[src/hw/rtl/owbm_pkg.sv]
// ----------------------------------------------------------------------------
// owbm_pkg
// Shared types and constants of the 1-Wire bus master.
// ----------------------------------------------------------------------------
`default_nettype none

package owbm_pkg;

  // tick counter width and its saturation value
  localparam int CNT_W = 10;
  localparam logic [CNT_W-1:0] CNT_MAX = {CNT_W{1'b1}};

  // tick register width and the config port
  localparam int REG_W = 10;
  localparam int NUM_REGS = 8;
  localparam int IDX_W = 3;

  localparam int BITS_W = 4;
  localparam logic [BITS_W-1:0] BITS_PER_BYTE = 4'd8;

  // register indexes
  localparam logic [IDX_W-1:0] REG_RESET_LOW      = 3'd0;
  localparam logic [IDX_W-1:0] REG_PRESENCE_WAIT  = 3'd1;
  localparam logic [IDX_W-1:0] REG_RESET_RECOVERY = 3'd2;
  localparam logic [IDX_W-1:0] REG_SHORT          = 3'd3;
  localparam logic [IDX_W-1:0] REG_LONG           = 3'd4;
  localparam logic [IDX_W-1:0] REG_READ_LOW       = 3'd5;
  localparam logic [IDX_W-1:0] REG_READ_SAMPLE    = 3'd6;
  localparam logic [IDX_W-1:0] REG_READ_TAIL      = 3'd7;

  // reset values of the tick registers
  localparam logic [REG_W-1:0] RST_RESET_LOW      = 10'd500;
  localparam logic [REG_W-1:0] RST_PRESENCE_WAIT  = 10'd30;
  localparam logic [REG_W-1:0] RST_RESET_RECOVERY = 10'd400;
  localparam logic [REG_W-1:0] RST_SHORT          = 10'd5;
  localparam logic [REG_W-1:0] RST_LONG           = 10'd55;
  localparam logic [REG_W-1:0] RST_READ_LOW       = 10'd2;
  localparam logic [REG_W-1:0] RST_READ_SAMPLE    = 10'd7;
  localparam logic [REG_W-1:0] RST_READ_TAIL      = 10'd50;

  typedef enum logic [1:0] {
    ACT_TICK  = 2'd0,
    ACT_RESET = 2'd1,
    ACT_WRITE = 2'd2,
    ACT_READ  = 2'd3
  } action_t;

  typedef enum logic [8:0] {
    PH_IDLE     = 9'b000000001,
    PH_RST_LOW  = 9'b000000010,
    PH_RST_WAIT = 9'b000000100,
    PH_RST_REC  = 9'b000001000,
    PH_WR_LOW   = 9'b000010000,
    PH_WR_HIGH  = 9'b000100000,
    PH_RD_LOW   = 9'b001000000,
    PH_RD_WAIT  = 9'b010000000,
    PH_RD_TAIL  = 9'b100000000
  } phase_t;

  typedef struct packed {
    logic [REG_W-1:0] reset_low;
    logic [REG_W-1:0] presence_wait;
    logic [REG_W-1:0] reset_recovery;
    logic [REG_W-1:0] short_t;
    logic [REG_W-1:0] long_t;
    logic [REG_W-1:0] read_low;
    logic [REG_W-1:0] read_sample;
    logic [REG_W-1:0] read_tail;
  } cfg_t;

  // query from the sequencer to the timing registers
  typedef struct packed {
    phase_t phase;
    logic   bit0;
  } len_req_t;

  typedef struct packed {
    phase_t            phase;
    logic [CNT_W-1:0]  tick_count;
    logic [7:0]        shift_byte;
    logic [BITS_W-1:0] bits_left;
    logic              presence_flag;
    logic [7:0]        read_byte;
  } seq_state_t;

  typedef struct packed {
    logic [1:0] action;
    logic [7:0] write_data;
    logic       line_in;
  } in_item_t;

  typedef struct packed {
    logic       drive_low;
    logic       busy_res;
    logic       done_res;
    logic       presence;
    logic [7:0] read_data;
    logic       rejected;
  } res_t;

endpackage

`default_nettype wire

[src/hw/rtl/owbm_if.sv]
// ----------------------------------------------------------------------------
// owbm_in_if / owbm_out_if
// Valid/ready channels for command beats and result beats.
// ----------------------------------------------------------------------------
`default_nettype none

interface owbm_in_if;
  logic       valid;
  logic       ready;
  logic [1:0] action;
  logic [7:0] write_data;
  logic       line_in;

  modport source (output valid, action, write_data, line_in, input ready);
  modport sink   (input valid, action, write_data, line_in, output ready);
endinterface

interface owbm_out_if;
  logic       valid;
  logic       ready;
  logic       drive_low;
  logic       busy_res;
  logic       done_res;
  logic       presence;
  logic [7:0] read_data;
  logic       rejected;

  modport source (output valid, drive_low, busy_res, done_res, presence, read_data,
                  rejected, input ready);
  modport sink   (input valid, drive_low, busy_res, done_res, presence, read_data,
                  rejected, output ready);
endinterface

`default_nettype wire

[src/hw/rtl/owbm_cfg_regs.sv]
// ----------------------------------------------------------------------------
// owbm_cfg_regs
// Tick registers and the phase length lookup with clamping.
// ----------------------------------------------------------------------------
`default_nettype none

module owbm_cfg_regs
  import owbm_pkg::*;
(
  input  wire logic             clk,
  input  wire logic             rst_n,
  input  wire logic             cfg_we,
  input  wire logic [IDX_W-1:0] cfg_index,
  input  wire logic [REG_W-1:0] cfg_data,
  input  wire len_req_t         len_req,
  output logic [CNT_W-1:0]      phase_len
);

  cfg_t cfg_r;
  logic [REG_W-1:0] raw_len;

  always_ff @(posedge clk) begin
    if (!rst_n) begin
      cfg_r.reset_low      <= RST_RESET_LOW;
      cfg_r.presence_wait  <= RST_PRESENCE_WAIT;
      cfg_r.reset_recovery <= RST_RESET_RECOVERY;
      cfg_r.short_t        <= RST_SHORT;
      cfg_r.long_t         <= RST_LONG;
      cfg_r.read_low       <= RST_READ_LOW;
      cfg_r.read_sample    <= RST_READ_SAMPLE;
      cfg_r.read_tail      <= RST_READ_TAIL;
    end else if (cfg_we) begin
      case (cfg_index)
        REG_RESET_LOW:      cfg_r.reset_low      <= cfg_data;
        REG_PRESENCE_WAIT:  cfg_r.presence_wait  <= cfg_data;
        REG_RESET_RECOVERY: cfg_r.reset_recovery <= cfg_data;
        REG_SHORT:          cfg_r.short_t        <= cfg_data;
        REG_LONG:           cfg_r.long_t         <= cfg_data;
        REG_READ_LOW:       cfg_r.read_low       <= cfg_data;
        REG_READ_SAMPLE:    cfg_r.read_sample    <= cfg_data;
        REG_READ_TAIL:      cfg_r.read_tail      <= cfg_data;
        default: ;
      endcase
    end
  end

  always_comb begin
    case (len_req.phase)
      PH_RST_LOW:  raw_len = cfg_r.reset_low;
      PH_RST_WAIT: raw_len = cfg_r.presence_wait;
      PH_RST_REC:  raw_len = cfg_r.reset_recovery;
      PH_WR_LOW:   raw_len = len_req.bit0 ? cfg_r.short_t : cfg_r.long_t;
      PH_WR_HIGH:  raw_len = len_req.bit0 ? cfg_r.long_t : cfg_r.short_t;
      PH_RD_LOW:   raw_len = cfg_r.read_low;
      PH_RD_WAIT:  raw_len = cfg_r.read_sample;
      default:     raw_len = cfg_r.read_tail;
    endcase
    // zero behaves as one, values past the counter range saturate
    if (raw_len == '0) begin
      phase_len = CNT_W'(1);
    end else if (32'(raw_len) > 32'(CNT_MAX)) begin
      phase_len = CNT_MAX;
    end else begin
      phase_len = CNT_W'(raw_len);
    end
  end

endmodule

`default_nettype wire

[src/hw/rtl/owbm_step.sv]
// ----------------------------------------------------------------------------
// owbm_step
// Per-beat sequencer step: command start, tick count, phase advance, result.
// ----------------------------------------------------------------------------
`default_nettype none

module owbm_step
  import owbm_pkg::*;
(
  input  wire seq_state_t        cur,
  input  wire in_item_t          item,
  input  wire logic [CNT_W-1:0]  phase_len,
  output len_req_t               len_req,
  output seq_state_t             nxt,
  output res_t                   res
);

  seq_state_t       eff;
  logic             start;
  logic             rej;
  logic [CNT_W-1:0] tick_inc;
  logic             done;

  always_comb begin
    eff   = cur;
    start = (item.action != ACT_TICK) && (cur.phase == PH_IDLE);
    rej   = (item.action != ACT_TICK) && (cur.phase != PH_IDLE);
    if (start) begin
      eff.tick_count = '0;
      case (item.action)
        ACT_RESET: eff.phase = PH_RST_LOW;
        ACT_WRITE: begin
          eff.phase      = PH_WR_LOW;
          eff.shift_byte = item.write_data;
          eff.bits_left  = BITS_PER_BYTE;
        end
        default: begin
          eff.phase      = PH_RD_LOW;
          eff.shift_byte = '0;
          eff.bits_left  = BITS_PER_BYTE;
        end
      endcase
    end
  end

  assign len_req.phase = eff.phase;
  assign len_req.bit0  = eff.shift_byte[0];

  always_comb begin
    nxt      = eff;
    done     = 1'b0;
    tick_inc = (eff.tick_count < CNT_MAX) ? eff.tick_count + CNT_W'(1) : eff.tick_count;
    if (eff.phase != PH_IDLE) begin
      nxt.tick_count = tick_inc;
      if (tick_inc >= phase_len) begin
        nxt.tick_count = '0;
        case (eff.phase)
          PH_RST_LOW:  nxt.phase = PH_RST_WAIT;
          PH_RST_WAIT: begin
            nxt.presence_flag = ~item.line_in;
            nxt.phase         = PH_RST_REC;
          end
          PH_RST_REC: begin
            nxt.phase = PH_IDLE;
            done      = 1'b1;
          end
          PH_WR_LOW:   nxt.phase = PH_WR_HIGH;
          PH_WR_HIGH: begin
            nxt.shift_byte = {1'b0, eff.shift_byte[7:1]};
            if (eff.bits_left <= BITS_W'(1)) begin
              nxt.bits_left = '0;
              nxt.phase     = PH_IDLE;
              done          = 1'b1;
            end else begin
              nxt.bits_left = eff.bits_left - BITS_W'(1);
              nxt.phase     = PH_WR_LOW;
            end
          end
          PH_RD_LOW:   nxt.phase = PH_RD_WAIT;
          PH_RD_WAIT: begin
            nxt.shift_byte = {item.line_in, eff.shift_byte[7:1]};
            nxt.phase      = PH_RD_TAIL;
          end
          PH_RD_TAIL: begin
            if (eff.bits_left <= BITS_W'(1)) begin
              nxt.bits_left = '0;
              nxt.read_byte = eff.shift_byte;
              nxt.phase     = PH_IDLE;
              done          = 1'b1;
            end else begin
              nxt.bits_left = eff.bits_left - BITS_W'(1);
              nxt.phase     = PH_RD_LOW;
            end
          end
          default:     nxt.phase = PH_IDLE;
        endcase
      end
    end
  end

  always_comb begin
    res.busy_res  = (eff.phase != PH_IDLE);
    res.drive_low = (eff.phase == PH_RST_LOW) || (eff.phase == PH_WR_LOW) ||
                    (eff.phase == PH_RD_LOW);
    res.done_res  = done;
    res.presence  = nxt.presence_flag;
    res.read_data = nxt.read_byte;
    res.rejected  = rej;
  end

endmodule

`default_nettype wire

[src/hw/rtl/one_wire_bus_master.sv]
// ----------------------------------------------------------------------------
// one_wire_bus_master
// 1-Wire bus master stepped by microsecond tick beats: reset/presence,
// byte write and byte read sequences, one result beat per command beat.
// ----------------------------------------------------------------------------
// an input beat passes the input reg, then the result reg, to its result beat
// throughput: 1 beat per cycle unless stalled; state steps once per beat
// a stalled result beat holds the result reg; an empty input reg takes a beat
// reset (rst_n low, synchronous): sequencer idle, counters and bytes zero,
// tick registers back to their default timings, both channels empty
`default_nettype none

module one_wire_bus_master
  import owbm_pkg::*;
(
  input  wire logic             clk,
  input  wire logic             rst_n,
  owbm_in_if.sink               in_chan,
  owbm_out_if.source            out_chan,
  input  wire logic             cfg_we,
  input  wire logic [IDX_W-1:0] cfg_index,
  input  wire logic [REG_W-1:0] cfg_data
);

  // input register
  logic       in_valid_r;
  in_item_t   in_item_r;

  // result register
  logic       out_valid_r;
  res_t       res_r;

  // sequencer state
  seq_state_t state_r;
  seq_state_t state_nxt;
  res_t       res_nxt;

  len_req_t         len_req;
  logic [CNT_W-1:0] phase_len;
  logic             step_en;

  // the held beat moves on when the result reg is free or being drained
  assign step_en       = in_valid_r && (!out_valid_r || out_chan.ready);
  assign in_chan.ready = !in_valid_r || step_en;

  always_ff @(posedge clk) begin
    if (!rst_n) begin
      in_valid_r <= 1'b0;
    end else if (in_chan.ready) begin
      in_valid_r <= in_chan.valid;
    end
  end

  // payload needs no reset
  always_ff @(posedge clk) begin
    if (in_chan.valid && in_chan.ready) begin
      in_item_r.action     <= in_chan.action;
      in_item_r.write_data <= in_chan.write_data;
      in_item_r.line_in    <= in_chan.line_in;
    end
  end

  owbm_cfg_regs u_cfg (
    .clk       (clk),
    .rst_n     (rst_n),
    .cfg_we    (cfg_we),
    .cfg_index (cfg_index),
    .cfg_data  (cfg_data),
    .len_req   (len_req),
    .phase_len (phase_len)
  );

  owbm_step u_step (
    .cur       (state_r),
    .item      (in_item_r),
    .phase_len (phase_len),
    .len_req   (len_req),
    .nxt       (state_nxt),
    .res       (res_nxt)
  );

  // sequencer state advances once per processed beat
  always_ff @(posedge clk) begin
    if (!rst_n) begin
      state_r.phase         <= PH_IDLE;
      state_r.tick_count    <= '0;
      state_r.shift_byte    <= '0;
      state_r.bits_left     <= '0;
      state_r.presence_flag <= 1'b0;
      state_r.read_byte     <= '0;
    end else if (step_en) begin
      state_r <= state_nxt;
    end
  end

  always_ff @(posedge clk) begin
    if (!rst_n) begin
      out_valid_r <= 1'b0;
    end else if (!out_valid_r || out_chan.ready) begin
      out_valid_r <= in_valid_r;
    end
  end

  always_ff @(posedge clk) begin
    if (step_en) begin
      res_r <= res_nxt;
    end
  end

  assign out_chan.valid     = out_valid_r;
  assign out_chan.drive_low = res_r.drive_low;
  assign out_chan.busy_res  = res_r.busy_res;
  assign out_chan.done_res  = res_r.done_res;
  assign out_chan.presence  = res_r.presence;
  assign out_chan.read_data = res_r.read_data;
  assign out_chan.rejected  = res_r.rejected;

  // a completing sequence was running on that beat
  a_done_busy: assert property (@(posedge clk) disable iff (!rst_n)
    (out_valid_r && res_r.done_res) |-> res_r.busy_res)
    else $error("done without busy");

  // the line is only pulled low inside a sequence
  a_drive_busy: assert property (@(posedge clk) disable iff (!rst_n)
    (out_valid_r && res_r.drive_low) |-> res_r.busy_res)
    else $error("drive low while idle");

  // a command is only rejected while a sequence runs
  a_reject_busy: assert property (@(posedge clk) disable iff (!rst_n)
    (out_valid_r && res_r.rejected) |-> res_r.busy_res)
    else $error("reject while idle");

  // bit counter never exceeds one byte
  a_bits_range: assert property (@(posedge clk) disable iff (!rst_n)
    state_r.bits_left <= BITS_PER_BYTE)
    else $error("bit counter out of range");

endmodule

`default_nettype wire

[src/flat_wrapper.sv]
// flat-port wrapper written by rule: the top's interface ports become plain ports
module one_wire_bus_master_flat import owbm_pkg::*;
  (clk, rst_n, cfg_we, cfg_index, cfg_data, in_chan_valid, in_chan_action, in_chan_write_data, in_chan_line_in, in_chan_ready, out_chan_valid, out_chan_drive_low, out_chan_busy_res, out_chan_done_res, out_chan_presence, out_chan_read_data, out_chan_rejected, out_chan_ready);
  owbm_in_if in_chan_i ();
  owbm_out_if out_chan_i ();
  input  wire logic clk;
  input  wire logic rst_n;
  input  wire logic cfg_we;
  input  wire logic [IDX_W-1:0] cfg_index;
  input  wire logic [REG_W-1:0] cfg_data;
  input wire logic [$bits(in_chan_i.valid)-1:0] in_chan_valid;
  input wire logic [$bits(in_chan_i.action)-1:0] in_chan_action;
  input wire logic [$bits(in_chan_i.write_data)-1:0] in_chan_write_data;
  input wire logic [$bits(in_chan_i.line_in)-1:0] in_chan_line_in;
  output wire logic [$bits(in_chan_i.ready)-1:0] in_chan_ready;
  output wire logic [$bits(out_chan_i.valid)-1:0] out_chan_valid;
  output wire logic [$bits(out_chan_i.drive_low)-1:0] out_chan_drive_low;
  output wire logic [$bits(out_chan_i.busy_res)-1:0] out_chan_busy_res;
  output wire logic [$bits(out_chan_i.done_res)-1:0] out_chan_done_res;
  output wire logic [$bits(out_chan_i.presence)-1:0] out_chan_presence;
  output wire logic [$bits(out_chan_i.read_data)-1:0] out_chan_read_data;
  output wire logic [$bits(out_chan_i.rejected)-1:0] out_chan_rejected;
  input wire logic [$bits(out_chan_i.ready)-1:0] out_chan_ready;
  assign in_chan_i.valid = in_chan_valid;
  assign in_chan_i.action = in_chan_action;
  assign in_chan_i.write_data = in_chan_write_data;
  assign in_chan_i.line_in = in_chan_line_in;
  assign in_chan_ready = in_chan_i.ready;
  assign out_chan_valid = out_chan_i.valid;
  assign out_chan_drive_low = out_chan_i.drive_low;
  assign out_chan_busy_res = out_chan_i.busy_res;
  assign out_chan_done_res = out_chan_i.done_res;
  assign out_chan_presence = out_chan_i.presence;
  assign out_chan_read_data = out_chan_i.read_data;
  assign out_chan_rejected = out_chan_i.rejected;
  assign out_chan_i.ready = out_chan_ready;
  one_wire_bus_master u_core (.clk(clk), .rst_n(rst_n), .in_chan(in_chan_i), .out_chan(out_chan_i), .cfg_we(cfg_we), .cfg_index(cfg_index), .cfg_data(cfg_data));
endmodule
[config.mk]
export PLATFORM = sky130hd
export DESIGN_NAME = one_wire_bus_master_flat
export DESIGN_NICKNAME = d
export VERILOG_FILES = /design/src/hw/rtl/owbm_pkg.sv /design/src/hw/rtl/owbm_if.sv /design/src/hw/rtl/owbm_cfg_regs.sv /design/src/hw/rtl/owbm_step.sv /design/src/hw/rtl/one_wire_bus_master.sv /design/src/flat_wrapper.sv
export SDC_FILE = /design/constraint.sdc
export NUM_CORES = 1
export LEC_CHECK = 0
export BUFFER_PORTS_ARGS = -buffer_cell sky130_fd_sc_hd__buf_2
export CAP_MARGIN = 40
export CORE_ASPECT_RATIO = 1.25
export CORE_MARGIN = 1
export CORE_UTILIZATION = 30
export CTS_CLUSTER_DIAMETER = 40
export DETAILED_ROUTE_END_ITERATION = 8
export HOLD_SLACK_MARGIN = 0.03
export SLEW_MARGIN = 25
export SYNTH_ARGS = -nofsm -noshare
export SYNTH_HDL_FRONTEND = slang
export SYNTH_SLANG_ARGS = --single-unit
[constraint.sdc]
create_clock -name clk -period 6.43 [get_ports clk]
set_clock_uncertainty 0.05 [all_clocks]
set_input_delay 1.286 -clock clk [delete_from_list [all_inputs] [get_ports clk]]
set_output_delay 1.286 -clock clk [all_outputs]
set_load 0.01 [all_outputs]
==> flow_summary.toml, run 1 <==
[sta]
tightest_slew_ns = 0.802
rsz0062_at_grt = "false"
hold_viol = 0
fin_crit_sh_pct = 88.0
max_clock_freq_mhz = 177
tns_ns = 0
drv_slew = 0
period_minus_slack_ns = 5.66
relSlewSlack_pct = 46.5
finalSetupViolCount = 0

[run_status]
status = "finished clean"

[synth]
synth_nets = 910
synthSimpleGateAreaFrac_pct = 27.0
synth_xor_xnor_area_share_pct = 0.860
synth_fa_ha_area_share_pct = 2.98
synth_mux_area_share_pct = 2.55
synth_edf_count = 24
yosysWarnings = 0
synth_top_flop_cell = "dfxtp_1"
synth_top_family_by_area = "simple AND/OR/NAND/NOR gates"
avgSynthCellArea_um2 = 8.25
synth_compound_area_share_pct = 18.0
synth-seq-area-share_pct = 44.4
syn_inst = 864
async_flop_share_pct = 0
synth_cell_types = 78
netlist_area_um2 = 7130
yosys_register_bits = 146

[run]
cap_viol_max_count = 0

[finish]
antenna_cells = 0
drive_above_1_share_pct = 13.1
final_nets = 931
seq_area_um2 = 3160
fillers = 2419
fin_cells = 1186
syn2layout_area_growth_pct = 14.8
multi_input_area_um2 = 3670

[cts]
clock_latency_ns = 0.44
clock_path_buffers = 2
htreeDepth = 4
cts_num_sinks = 146
root_buffer = "clkbuf_16"
cts_tree = "built"
post_cts_buffers = 0
clk_pin_slew_ns = 0.07
numCtsBuffers = 17

[place]
io_buffers = 43
dp_cells = 1154
hpwl_mm = 13.9
gp_congestion = 0.835

[min_path]
worstHoldStart = "u_core.state_r[18]"
holdPathEnd = "u_core.state_r[18]"
min_path_type = "flip-flop to flip-flop"
min_path_cells = 2

[setup_path]
cp-end-kind = "flip-flop"
slowest_stage = "and2_1"
crit_chain = "inv_1 > ha_1 > nor4_2 > a41oi_1 > xnor2_1 > o21bai_1 > nor3_1 > buf_4 > a221oi_1 > nor4bb_1 > nand4_1 > o21ai_1 > ha_1 > nand2b_1 > a21o_1 > a21o_1 > a21oi_1 > o21ai_0 > and2_1 > nand2_1 > or3_1 > a311oi_1"
rr_startpoint = "u_core.in_item_r[9]"
reg2reg_depth = 22
worst_path_largest_cell_delay_ns = 0.52
worst_setup_path_start_kind = "flip-flop"
r2r_slack_ns = 0.77
rr_endpoint = "u_core.state_r[35]"
crit_fanout = 11
critPathKind = "flip-flop to flip-flop"
crit_required_ns = 6.71
critPathArrivalTime_ns = 5.94

[global_routing]
grt_usage_pct = 17.1
gr-total-overflow = 0
grt_pass1_wl_mm = 32.4
grt_max_degree = 59
antenna_found_initial = 0
grt_pass1_vias = 5968

[power_and_ir_drop]
switching_share_pct = 29.7
leakage_nw = 3.15
switchingPower_mw = 0.663
p_seq_share_pct = 43.5
internal_power_mw = 1.57
clkPwrFrac_pct = 45.2
peakVddDrop_v = 0.000164
combPwrFrac_pct = 11.3
power_density_nw_per_um2 = 273
power_mw = 2.24

[die]
start_util_pct = 30.8
core_um2 = 23100
rows = 62
pin_count = 44
dieArea_um2 = 24400
die_w_um = 140
die_h_um = 174

[route]
vias = 6225
drcViolationCount = 0
totalWireLength_mm = 20.1
route.detailed.wl_per_inst_um = 16.9
avgViaCountPerCell = 5.25
ant_nets = 0
drt_first_iter_violations = 490
dr.pass1.iters = 6
[flip-flops by register name, summed over array words and instances (netlist names)]
register	cells
u_core.u_cfg.cfg_r	80
u_core.state_r	40
u_core.in_item_r	11
u_core.out_chan.read_data	8
u_core.in_valid_r	1
u_core.out_chan.busy_res	1
u_core.out_chan.done_res	1
u_core.out_chan.drive_low	1
u_core.out_chan.presence	1
u_core.out_chan.rejected	1
u_core.out_chan.valid	1
[per-stage QoR]
| stage | setup WS (ns) | hold WS [ns] | util [%] | cell area (um^2) |
|---|---|---|---|---|
| final | 0.771 | 0.403 | 35.4 | 8180 |
| after global routing | 0.150 | 0.419 | 35.4 | 8180 |
| after CTS | 0.510 | 0.404 | 35.4 | 8180 |
| after detailed placement | 0.539 | 0.394 | 32.7 | 7570 |
| after global placement | 0.723 | 0.391 | 32.7 | 7550 |
| after floorplan | 1.16 | 0.381 | - | 7130 |
[worst max-delay path: cells and delay by family (launching register included)]
family / cells / cell delay, ns
compound gates: 9 / 2.20
xor+xnor: 1 / 0.23
fa+ha+maj: 2 / 0.45
buf+inv: 2 / 0.26
flops: 1 / 0.38
simple gates: 8 / 1.99
[Yosys cell counts (all sizes together) (4+ instances only)]
master	count	area, um^2
o21ai	13	68.8
nor2	56	218
a21oi	92	460
edfxtp	24	721
a22o	8	70.1
xnor2	4	35.0
and3	7	43.8
nor2b	10	70.1
a211oi	15	118
a222oi	9	90.1
nor3	13	65.1
dfxtp	122	2440
and2	6	37.5
a31oi	6	37.5
or3	6	47.5
nor4	5	52.6
nand2b	9	63.8
inv	11	41.3
nand4	8	56.3
ha	17	213
nand3	46	245
buf	11	75.1
mux2i	17	170
a21o	4	30.0
a221oi	5	43.8
nand2	230	863
clkbuf	46	184
o211ai	7	52.6
a22oi	11	82.6
[worst max-delay path by stage]
stage | from | to | slack [ns] | cells after the start
final | u_core.in_item_r[9] | u_core.state_r[35] | 0.77 | 22
after global routing | u_core.in_item_r[9] | u_core.state_r[5] | 0.15 | 22
after CTS | u_core.in_item_r[9] | u_core.state_r[2] | 0.51 | 22
after detailed placement | u_core.in_item_r[9] | u_core.state_r[5] | 0.54 | 21
after global placement | u_core.in_item_r[9] | u_core.state_r[0] | 0.72 | 22
after floorplan | u_core.in_item_r[9] | u_core.state_r[0] | 1.16 | 24
[routing by layer]
metal | part of all wire, % | track usage [%] | wire length [um]
met1 | 44 | 21.3 | 8940
met2 | 50 | 29.6 | 10100
met3 | 4.1 | 3.50 | 818
met4 | 1.0 | 4.85 | 210
met5 | 0 | 0 | 0
[cell usage in the layout (no fill, tap or decap), types with 3 or more instances in the layout]
| cell | n |
|---|---|
| buf_4 | 16 |
| nor4_1 | 3 |
| a22o_1 | 8 |
| o21ai_0 | 11 |
| nand4_1 | 7 |
| nand3_2 | 3 |
| a31oi_1 | 6 |
| nand2b_1 | 8 |
| nor3_1 | 13 |
| edfxtp_1 | 24 |
| ha_1 | 17 |
| inv_8 | 5 |
| dfxtp_1 | 122 |
| a221oi_1 | 5 |
| o211ai_1 | 7 |
| clkbuf_16 | 17 |
| or3_1 | 4 |
| a211oi_1 | 14 |
| xor2_1 | 3 |
| xnor2_1 | 4 |
| buf_2 | 43 |
| mux2i_1 | 17 |
| a311oi_1 | 3 |
| nand2_1 | 230 |
| and3_1 | 7 |
| a21o_1 | 4 |
| a21oi_1 | 92 |
| inv_1 | 10 |
| nand3_1 | 43 |
| clkinv_8 | 4 |
| nor2_1 | 55 |
| a22oi_1 | 11 |
| a222oi_1 | 9 |
| and2_1 | 4 |
| inv_6 | 4 |
| nor2b_1 | 9 |
[cell families after synthesis]
kind of cell    Yosys count
simple gates            413
flops                   146
buf+inv                  68
fa+ha+maj                17
mux                      18
compound gates          195
xor+xnor                  7
[layout make-up]
type	count	share of cell area (%)
multi-input cells	650	44.9
flip-flops and latches	146	38.7
clock buffers	17	5.20
well taps	288	4.41
repair buffers	59	4.10
clock inverters	15	2.22
inverters	11	0.505
[power by group through the flow]
stage | combinational (mW) | clock, mW | sequential [mW]
after floorplan | 0.177 | 0 | 0.989
after global placement | 0.251 | 0 | 0.992
after detailed placement | 0.252 | 0 | 0.993
after CTS | 0.253 | 1.03 | 0.972
after global routing | 0.280 | 1.07 | 0.975
final | 0.253 | 1.01 | 0.972
[repair_timing]
action,4_1_cts,5_1_grt
setup endpoints to repair,0,8
resized for setup,0,2
hold buffers,0,0
No activity file was read; power rests on OpenSTA's default activity.
==> run 2: changes to the inputs <==
--- a/config.mk
+++ b/config.mk
@@ -16,4 +16,5 @@
 export SLEW_MARGIN = 25
 export SYNTH_ARGS = -nofsm -noshare
 export SYNTH_HDL_FRONTEND = slang
+export SYNTH_HIERARCHICAL = 1
 export SYNTH_SLANG_ARGS = --single-unit
==> run 2 against run 1 <==
Net effect: largest power group unchanged; clock-buffer cell count stayed put; via count is 12% higher; clock power hardly changed; critical path depth is 2 lower; first-iteration DRC count is 13% higher; die area is 16% higher; sequential power hardly changed; synthesized cell count is 16% higher; largest cell class unchanged; routed wire length is 5.1% higher; non-clock buffer count is 1 higher.
==> flow_summary.toml, run 2 <==
[run_status]
status = "finished clean"

[place]
hpwl_mm = 15.1
dp_slack_ns = 0.310
gp_congestion = 0.885
placed_area_um2 = 8640
io_buffers = 43

[synth]
synth_xor_xnor_area_share_pct = 0.633
synth_fa_ha_area_share_pct = 2.41
synth-seq-area-share_pct = 38.1
async_flop_share_pct = 0
synth_most_common_cell = "nand2_1"
synth_top_flop_cell = "dfxtp_1"
synth_compound_area_share_pct = 17.8
synth_area_leaders = "dfxtp_1, nand2_1, edfxtp_1"
yosys_register_bits = 146
syn_inst = 999
synth_top_family_by_area = "simple AND/OR/NAND/NOR gates"
synth_top_area_cell = "dfxtp_1"
synth_mux_area_share_pct = 7.83
synth_top_area_share_pct = 29.4
avgSynthCellArea_um2 = 8.31
synth_nets = 1044
synth_edf_count = 24
netlist_area_um2 = 8300
yosysWarnings = 6
synth_cell_types = 77
synthSimpleGateAreaFrac_pct = 26.1
yosys-top-cells-count = "nand2_1, dfxtp_1, mux2i_1"

[power_and_ir_drop]
clkPwrFrac_pct = 43.1
combPwrFrac_pct = 14.4
switchingPower_mw = 0.691
leakage_nw = 3.58
switching_share_pct = 30.3
peakVddDrop_v = 0.000137
p_seq_share_pct = 42.5
internal_power_mw = 1.59
power_density_nw_per_um2 = 247

[sta]
tightest_slew_ns = 0.790
hold_viol = 0
finalSetupViolCount = 0
drv_slew = 0
rsz0062_at_grt = "false"
period_minus_slack_ns = 6.00
layout_setup_ws_ns = 0.433
relSlewSlack_pct = 47.2
tns_ns = 0
max_clock_freq_mhz = 167
fin_crit_sh_pct = 93.3

[cts]
htreeDepth = 4
cts-resized-gates = 0
cts_tree = "built"
clock_path_buffers = 2
clock_latency_ns = 0.44
cts_num_sinks = 146
root_buffer = "clkbuf_16"
clk_pin_slew_ns = 0.07
numCtsBuffers = 17
cts_hold_buf = 0
post_cts_buffers = 0

[finish]
fillers = 2837
antenna_cells = 0
final_util_pct = 34.2
multi_input_area_um2 = 4560
regMostFlops = "u_core/u_cfg/cfg_r"
top_regs = "u_core/u_cfg/cfg_r x80, u_core/state_r x40, u_core/in_item_r x11"
drive_above_1_share_pct = 12.5
most-common-layout-cells = "nand2_1, dfxtp_1, mux2i_1, a21boi_0, nand3_1"
layout_commonest_cell = "nand2_1"
final_area_um2 = 9230
syn2layout_area_growth_pct = 11.2
final_nets = 1042
seq_area_um2 = 3160
largest_register_ffs = 80

[setup_path]
crit_required_ns = 6.56
crit_chain = "inv_1 > ha_1 > or2_2 > nor4_4 > buf_4 > nor2_1 > nor3_1 > and3_1 > nor4_2 > buf_2 > a2111o_1 > or4_4 > o31ai_2 > ha_1 > nor2_1 > a21oi_1 > o41ai_2 > a21oi_4 > nand3_4 > mux2_2"
crit_family = "simple AND/OR/NAND/NOR gates"
slowest_stage = "or4_4"
r2r_slack_ns = 0.43
worst_setup_path_start_kind = "flip-flop"
cp-end-kind = "flip-flop"
critPathKind = "flip-flop to flip-flop"
worst_path_largest_cell_delay_ns = 0.52
critPathArrivalTime_ns = 6.13
cp_num_buf_inv = 3
crit_fanout = 19

[global_routing]
use_met2_pct = 25.9
use_met1_pct = 19.3
gr-total-overflow = 0
grt_pass1_wl_mm = 34.1
grt_max_degree = 77
grt_usage_pct = 15.3
antenna_found_initial = 1
met3_usage_pct = 2.53
grt_pass1_vias = 6488
grt.busiest_layer = "met2"

[die]
start_util_pct = 30.8
die_h_um = 188
die_w_um = 151
rows = 67
pin_count = 44
core_um2 = 27000
dieArea_um2 = 28400

[route]
drt_first_iter_violations = 556
dr.pass1.iters = 5
route.detailed.wl_per_inst_um = 15.6
ant_nets = 0
drcViolationCount = 0
totalWireLength_mm = 21.1
avgViaCountPerCell = 5.13
vias = 6952

[min_path]
min_path_type = "flip-flop to flip-flop"

[run]
cap_viol_max_count = 0
run 2: logic make-up (layout without fill, tap and decap cells):
logic type | Yosys count | count (layout)
and+or+nand+nor | 456 | 456
AOI/OAI and AO/OA | 196 | 196
DFF | 146 | 146
buffers and inverters | 115 | 126
muxes | 64 | 64
adders and majority gates | 16 | 16
xor gates and xnor gates | 6 | 6
run 2: final timing paths:
kind | cells past startpoint | from | to
setup / recovery | 20 | u_core/in_item_r[9] | u_core/out_chan.read_data[0]
hold / removal | 2 | u_core/state_r[2] | u_core/state_r[2]
setup reg to reg | 20 | u_core/in_item_r[9] | u_core/out_chan.read_data[0]
hold reg to reg | 2 | u_core/state_r[2] | u_core/state_r[2]
run 2: tightest hold or removal path, stage by stage (launching register included):
cell	delay [ns]
dfxtp_1	0.31
nand2_1	0.05
mux2i_1	0.05
run 2: metrics by stage:
stage	power, mW	cells	hold WS (ns)
floorplan	1.24	999	0.381
global placement	1.31	1319	0.390
detailed placement	1.31	1322	0.396
CTS	2.30	1354	0.412
global route	2.38	1355	0.424
finish	2.28	1355	0.412
run 2: power groups by stage:
stage / clock [mW] / sequential [mW] / combinational (mW)
2_1_floorplan: 0 / 0.987 / 0.250
3_3_place_gp: 0 / 0.989 / 0.319
3_5_place_dp: 0 / 0.989 / 0.323
4_1_cts: 1.01 / 0.969 / 0.325
5_1_grt: 1.05 / 0.971 / 0.359
6_report: 0.983 / 0.969 / 0.329
run 2: per-layer routing:
layer	part of all wire (%)	routed length (um)
met1	44	9380
met2	50	10600
met3	3.7	775
met4	1.8	379
met5	0.038	8
run 2: layout make-up:
class / count / share of cell area, %
Timing Repair Buffer: 60 / 4.04
Clock buffer: 17 / 4.61
Tap cell: 345 / 4.68
Inverter: 34 / 1.38
Sequential cell: 146 / 34.3
Clock inverter: 15 / 1.68
Multi-Input combinational cell: 738 / 49.3
